File: config.mk
export PLATFORM = sky130hd
export DESIGN_NAME = queue_with_remove_by_key
export DESIGN_NICKNAME = d
export VERILOG_FILES = /design/src/rtl/core/qrk_pkg.sv /design/src/rtl/core/qrk_ram.sv /design/src/rtl/core/qrk_datapath.sv /design/src/rtl/core/qrk_ctrl.sv /design/src/rtl/core/queue_with_remove_by_key.sv
export SDC_FILE = /design/constraint.sdc
export NUM_CORES = 1
export LEC_CHECK = 0
export BUFFER_PORTS_ARGS = -buffer_cell sky130_fd_sc_hd__buf_4
export CAP_MARGIN = 20
export CORE_MARGIN = 3
export CORE_UTILIZATION = 45
export CTS_BUF_LIST = sky130_fd_sc_hd__clkbuf_8
export CTS_CLUSTER_SIZE = 25
export DETAILED_ROUTE_END_ITERATION = 7
export SLEW_MARGIN = 20
export SYNTH_ARGS = -nofsm -noshare
export SYNTH_HDL_FRONTEND = slang
export SYNTH_SLANG_ARGS = --single-unit
File: constraint.sdc
create_clock -name clk -period 5.63 [get_ports clk]
set_input_delay 0.2815 -clock clk [delete_from_list [all_inputs] [get_ports clk]]
set_output_delay 0.2815 -clock clk [all_outputs]
set_load 0.005 [all_outputs]
File: src/rtl/core/qrk_pkg.sv
// Shared types and constants for the keyed-remove queue.
`default_nettype none
package qrk_pkg;

  localparam int DEPTH_DEF = 16;
  localparam int ID_W      = 32;
  localparam int OP_W      = 2;
  localparam int STAT_W    = 2;
  localparam int OCC_W     = 5;

  localparam logic [OP_W-1:0] OP_PUSH   = 2'd0;
  localparam logic [OP_W-1:0] OP_REMOVE = 2'd1;
  localparam logic [OP_W-1:0] OP_LIST   = 2'd2;

  localparam logic [STAT_W-1:0] ST_OK        = 2'd0;
  localparam logic [STAT_W-1:0] ST_FULL      = 2'd1;
  localparam logic [STAT_W-1:0] ST_NOT_FOUND = 2'd2;
  localparam logic [STAT_W-1:0] ST_EMPTY     = 2'd3;

  typedef struct packed {
    logic              load_req;
    logic              push;
    logic              scan_start;
    logic              scan_step;
    logic              remove_done;
    logic              list_emit;
    logic              emit_resp;
    logic [STAT_W-1:0] code;
  } cmd_t;

  typedef struct packed {
    logic [OP_W-1:0] op;
    logic            full;
    logic            empty;
    logic            scan_last;
    logic            hit;
    logic            out_free;
  } stat_t;

endpackage
`default_nettype wire

File: src/rtl/core/qrk_ram.sv
// Generic single-write, single-read RAM with registered read data.
`default_nettype none
module qrk_ram #(
  parameter int WIDTH = 32,
  parameter int DEPTH = 16
) (
  input  wire logic                     clk,
  input  wire logic                     wr_en,
  input  wire logic [$clog2(DEPTH)-1:0] wr_addr,
  input  wire logic [WIDTH-1:0]         wr_data,
  input  wire logic                     rd_en,
  input  wire logic [$clog2(DEPTH)-1:0] rd_addr,
  output logic      [WIDTH-1:0]         rd_data
);

  logic [WIDTH-1:0] mem [DEPTH];

  always_ff @(posedge clk) begin
    if (wr_en) begin
      mem[wr_addr] <= wr_data;
    end
    if (rd_en) begin
      rd_data <= mem[rd_addr];
    end
  end

endmodule
`default_nettype wire

File: src/rtl/core/qrk_datapath.sv
// Queue storage, count, scan index and output register.
`default_nettype none
module qrk_datapath #(
  parameter int DEPTH = qrk_pkg::DEPTH_DEF
) (
  input  wire logic                             clk,
  input  wire logic                             rst,
  input  wire qrk_pkg::cmd_t                    cmd,
  output qrk_pkg::stat_t                        st,
  input  wire logic [qrk_pkg::OP_W-1:0]         opcode,
  input  wire logic signed [qrk_pkg::ID_W-1:0]  entry_id,
  output logic                                  rsp_valid,
  input  wire logic                             rsp_ready,
  output logic signed [qrk_pkg::ID_W-1:0]       entry_value,
  output logic [qrk_pkg::STAT_W-1:0]            status,
  output logic                                  last_of_run,
  output logic [qrk_pkg::OCC_W-1:0]             occupancy
);

  localparam int IDX_W = $clog2(DEPTH);
  localparam int CNT_W = $clog2(DEPTH + 1);

  logic [qrk_pkg::OP_W-1:0]        req_op;
  logic signed [qrk_pkg::ID_W-1:0] req_id;
  logic [CNT_W-1:0]                count;
  logic [IDX_W-1:0]                rd_idx;
  logic                            found;
  logic [qrk_pkg::ID_W-1:0]        rd_data;
  logic                            match;
  logic                            wr_en;
  logic [IDX_W-1:0]                wr_addr;
  logic [qrk_pkg::ID_W-1:0]        wr_data;
  logic                            rd_en;
  logic [IDX_W-1:0]                rd_addr;
  logic [CNT_W+qrk_pkg::OCC_W-1:0] cnt_ext;

  assign match   = (rd_data == req_id);
  assign cnt_ext = {{qrk_pkg::OCC_W{1'b0}}, count};

  always_comb begin
    st.op        = req_op;
    st.full      = (count == CNT_W'(DEPTH));
    st.empty     = (count == '0);
    st.scan_last = (CNT_W'(rd_idx) + CNT_W'(1) == count);
    st.hit       = found | match;
    st.out_free  = !rsp_valid || rsp_ready;
  end

  // push writes at the tail; during a scan entries past the hit move one slot up
  always_comb begin
    wr_en   = cmd.push | (cmd.scan_step & found);
    wr_addr = cmd.push ? count[IDX_W-1:0] : rd_idx - IDX_W'(1);
    wr_data = cmd.push ? req_id : rd_data;
    rd_en   = cmd.scan_start | cmd.scan_step | cmd.list_emit;
    rd_addr = cmd.scan_start ? '0 : rd_idx + IDX_W'(1);
  end

  qrk_ram #(
    .WIDTH(qrk_pkg::ID_W),
    .DEPTH(DEPTH)
  ) u_ram (
    .clk    (clk),
    .wr_en  (wr_en),
    .wr_addr(wr_addr),
    .wr_data(wr_data),
    .rd_en  (rd_en),
    .rd_addr(rd_addr),
    .rd_data(rd_data)
  );

  always_ff @(posedge clk) begin
    if (cmd.load_req) begin
      req_op <= opcode;
      req_id <= entry_id;
    end
    if (rd_en) begin
      rd_idx <= rd_addr;
    end
    if (cmd.scan_start) begin
      found <= 1'b0;
    end else if (cmd.scan_step && match) begin
      found <= 1'b1;
    end
    if (cmd.list_emit) begin
      entry_value <= rd_data;
      status      <= qrk_pkg::ST_OK;
      last_of_run <= st.scan_last;
      occupancy   <= cnt_ext[qrk_pkg::OCC_W-1:0];
    end else if (cmd.emit_resp) begin
      entry_value <= (req_op == qrk_pkg::OP_LIST) ? '0 : req_id;
      status      <= cmd.code;
      last_of_run <= 1'b1;
      occupancy   <= cnt_ext[qrk_pkg::OCC_W-1:0];
    end
  end

  always_ff @(posedge clk) begin
    if (rst) begin
      count     <= '0;
      rsp_valid <= 1'b0;
    end else begin
      if (cmd.push) begin
        count <= count + CNT_W'(1);
      end else if (cmd.remove_done && st.hit) begin
        count <= count - CNT_W'(1);
      end
      if (cmd.list_emit || cmd.emit_resp) begin
        rsp_valid <= 1'b1;
      end else if (rsp_ready) begin
        rsp_valid <= 1'b0;
      end
    end
  end

endmodule
`default_nettype wire

File: src/rtl/core/qrk_ctrl.sv
// Sequencer for push, remove-scan, list and single responses.
`default_nettype none
module qrk_ctrl (
  input  wire logic           clk,
  input  wire logic           rst,
  input  wire logic           req_valid,
  output logic                req_ready,
  input  wire qrk_pkg::stat_t st,
  output qrk_pkg::cmd_t       cmd
);

  localparam logic [2:0] S_IDLE   = 3'd0;
  localparam logic [2:0] S_DECODE = 3'd1;
  localparam logic [2:0] S_SCAN   = 3'd2;
  localparam logic [2:0] S_LIST   = 3'd3;
  localparam logic [2:0] S_RESP   = 3'd4;

  logic [2:0]                  state;
  logic [2:0]                  state_next;
  logic [qrk_pkg::STAT_W-1:0]  resp_st;
  logic [qrk_pkg::STAT_W-1:0]  resp_st_next;

  assign req_ready = (state == S_IDLE);

  always_comb begin
    state_next   = state;
    resp_st_next = resp_st;
    cmd          = '0;
    cmd.code     = resp_st;
    case (state)
      S_IDLE: begin
        if (req_valid) begin
          cmd.load_req = 1'b1;
          state_next   = S_DECODE;
        end
      end
      S_DECODE: begin
        state_next   = S_RESP;
        resp_st_next = qrk_pkg::ST_OK;
        case (st.op)
          qrk_pkg::OP_PUSH: begin
            if (st.full) begin
              resp_st_next = qrk_pkg::ST_FULL;
            end else begin
              cmd.push = 1'b1;
            end
          end
          qrk_pkg::OP_REMOVE: begin
            if (st.empty) begin
              resp_st_next = qrk_pkg::ST_NOT_FOUND;
            end else begin
              cmd.scan_start = 1'b1;
              state_next     = S_SCAN;
            end
          end
          qrk_pkg::OP_LIST: begin
            if (st.empty) begin
              resp_st_next = qrk_pkg::ST_EMPTY;
            end else begin
              cmd.scan_start = 1'b1;
              state_next     = S_LIST;
            end
          end
          default: ;
        endcase
      end
      S_SCAN: begin
        cmd.scan_step = 1'b1;
        if (st.scan_last) begin
          cmd.remove_done = 1'b1;
          resp_st_next    = st.hit ? qrk_pkg::ST_OK : qrk_pkg::ST_NOT_FOUND;
          state_next      = S_RESP;
        end
      end
      S_LIST: begin
        if (st.out_free) begin
          cmd.list_emit = 1'b1;
          if (st.scan_last) begin
            state_next = S_IDLE;
          end
        end
      end
      S_RESP: begin
        if (st.out_free) begin
          cmd.emit_resp = 1'b1;
          state_next    = S_IDLE;
        end
      end
      default: state_next = S_IDLE;
    endcase
  end

  always_ff @(posedge clk) begin
    resp_st <= resp_st_next;
    if (rst) begin
      state <= S_IDLE;
    end else begin
      state <= state_next;
    end
  end

endmodule
`default_nettype wire

File: src/rtl/core/queue_with_remove_by_key.sv
// Top level of the ordered id queue with push, remove-by-key and list.
//
//   channel | valid     | ready     | payload
//   --------+-----------+-----------+----------------------------------------------
//   request | req_valid | req_ready | opcode, entry_id
//   result  | rsp_valid | rsp_ready | entry_value, status, last_of_run, occupancy
//
// One request at a time. Push and unused opcodes go from decode straight to the response;
// remove reads the RAM once per held entry while shifting later entries up, and list
// sends one entry per cycle through the RAM read port while the result register is free.
// Result register stalls hold the list walk; the next request is taken while
// the final result still waits. Synchronous reset empties the queue.
`default_nettype none
module queue_with_remove_by_key #(
  parameter int DEPTH = qrk_pkg::DEPTH_DEF
) (
  input  wire logic                             clk,
  input  wire logic                             rst,
  input  wire logic                             req_valid,
  output logic                                  req_ready,
  input  wire logic [qrk_pkg::OP_W-1:0]         opcode,
  input  wire logic signed [qrk_pkg::ID_W-1:0]  entry_id,
  output logic                                  rsp_valid,
  input  wire logic                             rsp_ready,
  output logic signed [qrk_pkg::ID_W-1:0]       entry_value,
  output logic [qrk_pkg::STAT_W-1:0]            status,
  output logic                                  last_of_run,
  output logic [qrk_pkg::OCC_W-1:0]             occupancy
);

  qrk_pkg::cmd_t  dp_cmd;
  qrk_pkg::stat_t dp_st;

  qrk_ctrl u_ctrl (
    .clk      (clk),
    .rst      (rst),
    .req_valid(req_valid),
    .req_ready(req_ready),
    .st       (dp_st),
    .cmd      (dp_cmd)
  );

  qrk_datapath #(
    .DEPTH(DEPTH)
  ) u_dp (
    .clk        (clk),
    .rst        (rst),
    .cmd        (dp_cmd),
    .st         (dp_st),
    .opcode     (opcode),
    .entry_id   (entry_id),
    .rsp_valid  (rsp_valid),
    .rsp_ready  (rsp_ready),
    .entry_value(entry_value),
    .status     (status),
    .last_of_run(last_of_run),
    .occupancy  (occupancy)
  );

  a_push_not_full: assert property (@(posedge clk) disable iff (rst)
    dp_cmd.push |-> !dp_st.full)
    else $error("push issued on a full queue");

  a_emit_free: assert property (@(posedge clk) disable iff (rst)
    (dp_cmd.list_emit || dp_cmd.emit_resp) |-> dp_st.out_free)
    else $error("result register overwritten before transfer");

  a_busy_after_req: assert property (@(posedge clk) disable iff (rst)
    (req_valid && req_ready) |=> !req_ready)
    else $error("request taken while previous one in progress");

  a_one_source: assert property (@(posedge clk) disable iff (rst)
    !(dp_cmd.list_emit && dp_cmd.emit_resp))
    else $error("two result sources in one cycle");

endmodule
`default_nettype wire
==> impl_metrics.yaml <==
power_and_ir_drop:
  p_seq_share_pct: 51.4
  power_leakage_nw: 10.1
  power_density_nw_per_um2: 371
  internal_power_mw: 7.98
  clockPowerShare_pct: 33.8
  p_switching_mw: 3.01
  ir_worst_vdd_mv: 0.257
  power.combinational.fraction_pct: 14.7
  power_switching_share_pct: 27.4
clock_network:
  cts_resized: 0
  cts-root-buf: "clkbuf_8"
  post-cts-setup-buffers: 0
  postCtsHoldBufs: 37
  clock_latency_ns: 0.70
  cts_tree: "yes"
  path_clk_slew_ns: 0.07
  htreeDepth: 3
  clock-sinks: 634
  cts_buffers: 103
  clock_path_buffers: 3
die:
  ios: 80
  die_area_um2: 60200
  start_util_pct: 45.6
  die-height_um: 245
  die_w_um: 245
  coreArea_um2: 56600
  fp-row-count: 87
run_status:
  status: "finished, final reports clean"
sta:
  fin_skew_ns: 0.0337
  fmaxAchievable_mhz: 278
  rsz0062_at_grt: "false"
  finalCriticalPeriod_ns: 3.60
  fin_setup_tns_ns: 0
  slew_headroom_pct: 26.4
  fin_crit_sh_pct: 64.0
  timing.hold.ws_ns: 0.311
  drv_slew: 0
  worst_pin_slew_ns: 1.10
  finalHoldViolations: 0
  setup-violations-final: 0
  setup_ws_ns: 2.03
final_layout:
  stdcell_count: 2616
  area_delta_synth_final_pct: 14.9
  multiInputGateArea_um2: 6520
  nets: 1823
  fin_util_pct: 52.4
  layout-drive-gt1-share_pct: 19.9
  register_area_um2: 18900
  fill_cells: 4635
worst_setup_path:
  max_stage_delay_ns: 0.69
  required_ns: 6.05
  path_cells: "buf_4 -> nand3_1 -> xor2_1 -> or2_2 -> buf_4 -> o221ai_1 -> o21ai_1 -> a211oi_2"
  cpLargestDelayFamily: "buffers and inverters"
  crit_path_end_kind: "register"
  arrival_ns: 4.02
  path_common_cell: "buf_4"
  cp_num_buf_inv: 2
  start_kind: "register"
  crit_slowest_cell: "buf_4"
  timing_worst_setup_path_type: "reg -> reg"
  crit_path_max_fanout: 56
synthesis:
  synth_top_area_share_pct: 72.4
  ys_types: 65
  dominantRegCellSynth: "edfxtp_1"
  syn_inst: 1623
  syn_nets: 1671
  synth-edff-count: 622
  yosysSeqAreaShare_pct: 73.3
  netlist_area_um2: 25800
  ys_warn_count: 0
  async_flop_share_pct: 0
  ys_ff_latch: 634
  synth.area.top_cells: "edfxtp_1 72%, mux2i_1 3.8%, nand2_1 3.5%"
  yosys.area.top_type: "edfxtp_1"
  syn_area_per_cell_um2: 15.9
global_routing:
  grt_pass1_vias: 15200
  grt_max_degree: 174
  overflow: 0
  grt_usage_pct: 22.2
  grt_antenna_before_repair: 1
  grt_pass1_wl_um: 98600
route:
  first_pass_iters: 5
  post_drt_wl_per_cell_um: 25.3
  drc: 0
  vias: 15000
  viasPerCell: 5.72
  ant_nets: 0
  initialDrtViolationCount: 1311
  routed_wl_um: 66300
place:
  gp_congestion: 0.843
  dpl.hpwl_um: 38400
  dpl.cell_count: 2389
  port_buffers: 79
  dp_slack_ns: 2.02
job:
  cap_violations: 0
worst_hold_path:
  hp-class: "in -> reg"
## state kept, by name, summed over array words and instances, names as in the netlist
signal and count:
u_dp.u_ram.mem 512, u_dp.entry_value 32, u_dp.req_id 32, u_dp.u_ram.rd_data 32, u_dp.count 5, u_dp.occupancy 5, u_dp.rd_idx 4, u_ctrl.state 3
u_ctrl.resp_st 2, u_dp.req_op 2, u_dp.status 2, u_dp.found 1, u_dp.last_of_run 1, u_dp.rsp_valid 1
## cells in the mapped netlist (all sizes together), types with 2 or more instances
master / instances
nor2b: 5
edfxtp: 622
o211ai: 33
o21a: 2
xor2: 12
ha: 9
dfxtp: 12
a22oi: 33
a211oi: 63
o211a: 2
a221oi: 3
nand4: 7
nor4: 5
nand2: 243
nand3: 38
nand2b: 5
mux4: 32
buf: 35
a21oi: 39
a31oi: 34
nand3b: 34
o221ai: 32
inv: 11
a21o: 2
mux2i: 99
xnor2: 29
nor3: 3
and2: 3
nor2: 36
mux2: 4
o21ai: 40
clkbuf: 73
and3: 2
## final timing paths
path,startpoint,to,slack [ns],cells after the start
setup / recovery,u_dp.rd_idx[0],u_dp.u_ram.rd_data[14],2.03,8
hold / removal,entry_id[26],u_dp.req_id[26],0.31,2
hold reg to reg,u_ctrl.resp_st[1],u_dp.status[1],0.49,2
setup reg to reg,u_dp.rd_idx[0],u_dp.u_ram.rd_data[14],2.03,8
## cells by family after synthesis
kind of cell	synth area share, %
AOI/OAI and AO/OA	9.12
xor gates and xnor gates	1.48
adders and majority gates	0.514
buffers and inverters	2.07
DFF	73.3
muxes	6.81
and+or+nand+nor	6.67
## routing by layer
metal / GRT usage (%) / vias up / wire [um]
li1: - / 6647 / -
met1: 31.0 / 7528 / 28300
met2: 34.6 / 673 / 30600
met3: 4.06 / 118 / 5220
met4: 9.19 / 0 / 2180
met5: 0 / - / 0
## through the flow
step	total power [mW]	area, um2
5_1_grt	11.4	29600
4_1_cts	11.1	29600
3_5_place_dp	7.34	27400
6_report	11.0	29600
2_1_floorplan	6.73	25800
3_3_place_gp	7.31	27300
## layout make-up
class	instances	share of cell area [%]
diodes	1	0.00844
flip-flops and latches	634	63.8
clock inverters	84	1.59
inverters	12	0.152
clock buffers	105	4.87
well taps	756	3.19
multi-input cells	869	22.0
repair buffers	155	4.36
## power by group through the flow
stage                     logic [mW]  clock network [mW]  registers (mW)
after floorplan                 1.05                   0            5.68
after global placement          1.57                   0            5.74
after detailed placement        1.60                   0            5.74
after CTS                       1.63                3.79            5.65
after global routing            1.75                4.01            5.66
final                           1.62                3.72            5.65
## worst reg2reg max path, cell delays in order, from the launching register on
cell and delay [ns]:
edfxtp_1 0.40, buf_4 0.69, nand3_1 0.27, xor2_1 0.29
or2_2 0.35, buf_4 0.66, o221ai_1 0.36, o21ai_1 0.21
a211oi_2 0.10
## cell usage in the layout, fill, tap and decap left out, types with 3 or more instances in the layout
cell / n
o221ai_1: 32
nor2_1: 20
nand3_1: 37
nand2_1: 241
clkbuf_8: 105
o211ai_1: 32
buf_12: 3
mux4_2: 32
nand3b_1: 34
nand2b_1: 5
o21ai_1: 33
nand4_1: 7
a22oi_1: 33
bufinv_16: 4
a211oi_1: 7
dlygate4sd3_1: 37
a31oi_1: 34
inv_2: 4
clkinv_1: 33
inv_1: 39
a221oi_1: 3
xor2_1: 11
xnor2_1: 28
clkinv_2: 9
nor4_1: 5
nor3_1: 3
ha_1: 9
a21oi_1: 39
clkinvlp_4: 4
a211oi_2: 56
buf_4: 115
edfxtp_1: 622
mux2i_1: 99
mux2_2: 4
nor2b_1: 4
dfxtp_1: 12
nor2_4: 16
o21ai_0: 6
(Power assumes the default switching activity.)
